**config.mk**
```make
export PLATFORM = sky130hd
export DESIGN_NAME = gshd_ctrl
export DESIGN_NICKNAME = d
export VERILOG_FILES = /design/src/design/gshd_pkg.sv /design/src/design/gshd_ctrl.sv
export SDC_FILE = /design/constraint.sdc
export NUM_CORES = 1
export LEC_CHECK = 0
export ABC_AREA = 1
export BUFFER_PORTS_ARGS = -buffer_cell sky130_fd_sc_hd__buf_4
export CAP_MARGIN = 10
export CORE_AREA = 2 2 39 41
export DETAILED_ROUTE_END_ITERATION = 6
export DIE_AREA = 0 0 41 43
export GPL_TIMING_DRIVEN = 0
export HOLD_SLACK_MARGIN = 0.02
export PLACE_DENSITY = 0.63
export SYNTH_ARGS = -nofsm -noshare
export SYNTH_HDL_FRONTEND = slang
export SYNTH_SLANG_ARGS = --single-unit
```
**constraint.sdc**
```tcl
create_clock -name i_clk -period 1.6 [get_ports i_clk]
set_input_delay 0.24 -clock i_clk [delete_from_list [all_inputs] [get_ports i_clk]]
set_output_delay 0.24 -clock i_clk [all_outputs]
set_load 0.03 [all_outputs]
```
**src/design/gshd_pkg.sv**
```systemverilog
// Shared constants, codes and types of the gate structural hash deduplicator.
package gshd_pkg;

    localparam int BUCKETS = 1024;
    localparam int WAYS    = 4;
    localparam int IDX_W   = $clog2(BUCKETS);
    localparam int WIRE_W  = 32;
    localparam int KIND_W  = 2;

    localparam logic [31:0] FNV_BASIS = 32'd2166136261;
    localparam logic [31:0] FNV_PRIME = 32'd16777619;

    localparam logic [KIND_W-1:0] KIND_AND = 2'd0;
    localparam logic [KIND_W-1:0] KIND_XOR = 2'd1;

    typedef struct packed {
        logic [WIRE_W-1:0] left;
        logic [WIRE_W-1:0] right;
        logic [KIND_W-1:0] kind;
        logic [WIRE_W-1:0] outw;
    } t_way;

    typedef struct packed {
        logic [WAYS-1:0]       valid;
        t_way [WAYS-1:0]       way;
    } t_row;

    typedef enum logic [1:0] {
        HSEL_LEFT  = 2'd0,
        HSEL_RIGHT = 2'd1,
        HSEL_KIND  = 2'd2
    } t_hsel;

    typedef struct packed {
        logic  clr_we;
        logic  load;
        logic  hash_en;
        t_hsel hash_sel;
        logic  rd_en;
        logic  commit;
    } t_cmd;

    typedef struct packed {
        logic clr_last;
        logic out_free;
    } t_sts;

endpackage

```
**src/design/gshd_ctrl.sv**
```systemverilog
// Sequencer: table clear after reset, then accept, hash, read and commit per item.
module gshd_ctrl import gshd_pkg::*; (
    input  logic i_clk,
    input  logic i_rst_n,
    input  logic i_req_valid,
    input  t_sts i_sts,
    output logic o_req_ready,
    output t_cmd o_cmd
);

    typedef enum logic [6:0] {
        S_CLEAR = 7'b0000001,
        S_IDLE  = 7'b0000010,
        S_H_A   = 7'b0000100,
        S_H_B   = 7'b0001000,
        S_H_K   = 7'b0010000,
        S_READ  = 7'b0100000,
        S_CMP   = 7'b1000000
    } t_state;

    t_state r_state, n_state;

    always_ff @(posedge i_clk) begin
        if (!i_rst_n) begin
            r_state <= S_CLEAR;
        end else begin
            r_state <= n_state;
        end
    end

    always_comb begin
        n_state = r_state;
        o_cmd   = '0;
        o_cmd.hash_sel = HSEL_LEFT;
        o_req_ready = 1'b0;
        case (r_state)
            S_CLEAR: begin
                o_cmd.clr_we = 1'b1;
                if (i_sts.clr_last) begin
                    n_state = S_IDLE;
                end
            end
            S_IDLE: begin
                o_req_ready = 1'b1;
                if (i_req_valid) begin
                    o_cmd.load = 1'b1;
                    n_state = S_H_A;
                end
            end
            S_H_A: begin
                o_cmd.hash_en = 1'b1;
                n_state = S_H_B;
            end
            S_H_B: begin
                o_cmd.hash_en  = 1'b1;
                o_cmd.hash_sel = HSEL_RIGHT;
                n_state = S_H_K;
            end
            S_H_K: begin
                o_cmd.hash_en  = 1'b1;
                o_cmd.hash_sel = HSEL_KIND;
                n_state = S_READ;
            end
            S_READ: begin
                o_cmd.rd_en = 1'b1;
                n_state = S_CMP;
            end
            S_CMP: begin
                // hold until the result register can take the item
                if (i_sts.out_free) begin
                    o_cmd.commit = 1'b1;
                    n_state = S_IDLE;
                end
            end
            default: n_state = S_CLEAR;
        endcase
    end

endmodule

```
==> flow_metrics.env <==
export IMPL_regMostFlops="r_state"
export IMPL_synth_area_leader_cell="dfxtp_1"
export IMPL_grt_pass1_wl_mm=1.428
export IMPL_numCtsBuffers=3
export IMPL_antenna_found_initial=0
export IMPL_gr_usage_all_layers_pct=12.17
export IMPL_pwr_share_clk_pct=32.8
export IMPL_p_switching_uw=171.3
export IMPL_end_kind="output pin"
export IMPL_syn_avg_cell_area_um2=6.256
export IMPL_synth_seq_area_share_pct=32.00
export IMPL_p_int_uw=335.6
export IMPL_fin_tns_setup_ns=0
export IMPL_portBuffers=12
export IMPL_fp_row_count=14
export IMPL_yosysWarnings=0
export IMPL_synth_area_leaders="dfxtp_1 32%, inv_1 11%, nand2_1 10%"
export IMPL_synthArstFlopShare_pct=0
export IMPL_stdcell_area_um2=615.6
export IMPL_worst_slew_pin_slew_ns=0.2131
export IMPL_placed_cell_area_um2=548.0
export IMPL_yosysMostFrequentCell="inv_1"
export IMPL_place_congestion=0.7357
export IMPL_pwr_share_comb_pct=29.6
export IMPL_min_path_type="primary input to flop"
export IMPL_final_core_util_pct=44.48
export IMPL_synth_net_count=75
export IMPL_cts_sinks=7
export IMPL_final_seq_area_um2=142.6
export IMPL_cp_cell_sequence="inv_2 > nand2_4 > nor2_4 > nand3_2 > nand2_2 > nor2_4 > inv_2 > buf_6"
export IMPL_relSlewSlack_pct=85.74
export IMPL_grt_pass1_vias=381
export IMPL_drt_iter0_drc=4
export IMPL_num_nets_final=94
export IMPL_largest_reg_flops=7
export IMPL_fp_dieW_um=41
export IMPL_synth_flop_cell="dfxtp_1"
export IMPL_crit_required_ns=1.36
export IMPL_crit_type="flop to output pin"
export IMPL_synth_seq_cells=7
export IMPL_power_density_nw_per_um2=823.5
export IMPL_grt_max_degree=7
export IMPL_irDropWorstVdd_uv=454.6
export IMPL_netlist_area_um2=437.9
export IMPL_ioPinCount=13
export IMPL_p_seq_share_pct=37.6
export IMPL_largestRegisters="r_state (7)"
export IMPL_finalHoldViolCount=0
export IMPL_cp_slowest_cell="dfxtp_2"
export IMPL_whs_ns=0.2481
export IMPL_clock_latency_ns=0.26
export IMPL_maxCapViolations=0
export IMPL_coreArea_um2=1384
export IMPL_root_buffer="clkbuf_4"
export IMPL_timing_final_crit_share_pct=98.10
export IMPL_ctsHoldBuffers=0
export IMPL_critPathMaxFanout=5
export IMPL_dieArea_um2=1763
export IMPL_drive_above_1_share_pct=45.45
export IMPL_rsz0062_at_grt="yes"
export IMPL_worstSetupStartpointType="flop"
export IMPL_ant_nets=0
export IMPL_finalClockSkew_ns=0.004896
export IMPL_status="finished, final reports clean"
export IMPL_ys_types=13
export IMPL_synth_commonest_cells="13 x inv_1, 12 x nand2_1, 12 x nor2_1, 7 x dfxtp_1, 6 x inv_2"
export IMPL_clk_pin_slew_ns=0.06
export IMPL_cpPeakStageDelay_ns=0.32
export IMPL_finalSetupViolCount=0
export IMPL_die_h_um=43
export IMPL_dpl_hpwl_um=724.8
export IMPL_diodes=0
export IMPL_yosysTopAreaCellShare_pct=32.00
export IMPL_fin_crit_ns=1.570
export IMPL_via_count=451
export IMPL_area_delta_synth_final_pct=40.57
export IMPL_via_per_inst=4.337
export IMPL_first_pass_iters=4
export IMPL_max_freq_mhz=637.1
export IMPL_power_leakage_uw=0.0003675
export IMPL_route_detailed_wl_per_inst_um=8.952
export IMPL_grt_ovfl_total=0
export IMPL_cts_tree="done"
export IMPL_cts_max_level=1
export IMPL_multi_input_area_um2=246.5
export IMPL_clock_path_buffers=2
export IMPL_route_detailed_drc=0
export IMPL_wl_um=931
export IMPL_start_util_pct=31.65
export IMPL_syn_instance_count=70
export IMPL_synth_edf_count=0
export IMPL_nFillCells=136
export IMPL_timing_final_max_slew_violations=0
export IMPL_worstPathArrival_ns=1.33
export IMPL_switching_share_pct=33.79
-- final timing paths --
path	cells after the start	startpoint	endpoint	slack (ns)
worst max-delay path	8	r_state[5]$_SDFFE_PN0P_	o_cmd[4]	0.03
worst min register to register	2	r_state[2]$_SDFFE_PN0P_	r_state[3]$_SDFFE_PN0P_	0.54
worst max register to register	9	r_state[5]$_SDFFE_PN0P_	r_state[0]$_SDFFE_PN1P_	0.37
worst min-delay path	4	i_rst_n	r_state[0]$_SDFFE_PN1P_	0.25
-- power groups by stage --
stage / Sequential, uW / Combinational [uW] / Clock [uW]
3_3_place_gp: 194 / 149 / 0
5_1_grt: 191 / 168 / 174
6_report: 191 / 150 / 166
4_1_cts: 191 / 149 / 169
3_5_place_dp: 195 / 148 / 0
2_1_floorplan: 193 / 110 / 0
-- metal layers --
layer | GRT usage [%] | share of wire, % | vias up
met3 | 6.283 | 7.7 | 0
li1 | - | - | 242
met5 | 0 | 0 | -
met1 | 15.21 | 44 | 192
met4 | 6.000 | 0 | 0
met2 | 16.56 | 48 | 17
-- area by class of cell --
| cell class | instances | area share, % |
|---|---|---|
| Clock buffer | 4 | 4.268 |
| Inverter | 19 | 11.59 |
| Multi-Input combinational cell | 44 | 40.04 |
| Sequential cell | 7 | 23.17 |
| Tap cell | 16 | 3.252 |
| Timing Repair Buffer | 14 | 17.68 |
-- critical path: cells and delay by family, from the launching register on --
family                 cells  cell delay (ns)
flip-flops                 1             0.32
AND/OR/NAND/NOR            5             0.51
buffers and inverters      3             0.23
-- layout by cell type (no fill, tap or decap), drive strengths merged --
cell type / count
nor2: 14
nand2: 17
nand3b: 1
buf: 14
dfxtp: 7
a21oi: 2
nor3: 4
clkbuf: 4
nand3: 6
inv: 19
-- repair_timing --
action / in CTS / in global routing
hold endpoints to repair: 0 / 0
resized for setup: 0 / 11
buffers inserted: 0 / 2
setup endpoints to repair: 0 / 1
-- cell families (layout without fill, tap and decap cells) --
group / count (synthesis) / after routing / share of synthesized area (%)
buffers and inverters: 19 / 37 / 16.29
and+or+nand+nor: 42 / 42 / 49.43
AOI/OAI and AO/OA: 2 / 2 / 2.286
DFF: 7 / 7 / 32.00
-- metrics by stage --
stage	cells	worst slack, ns	total power [uW]
6_report	104	0.03040	506.9
5_1_grt	104	-0.02951	532.7
4_1_cts	102	0.002496	509.3
3_5_place_dp	98	0.3032	342.8
3_3_place_gp	98	0.3236	343.0
2_1_floorplan	70	0.2881	303.5
Power figures use the tool's default switching activity.
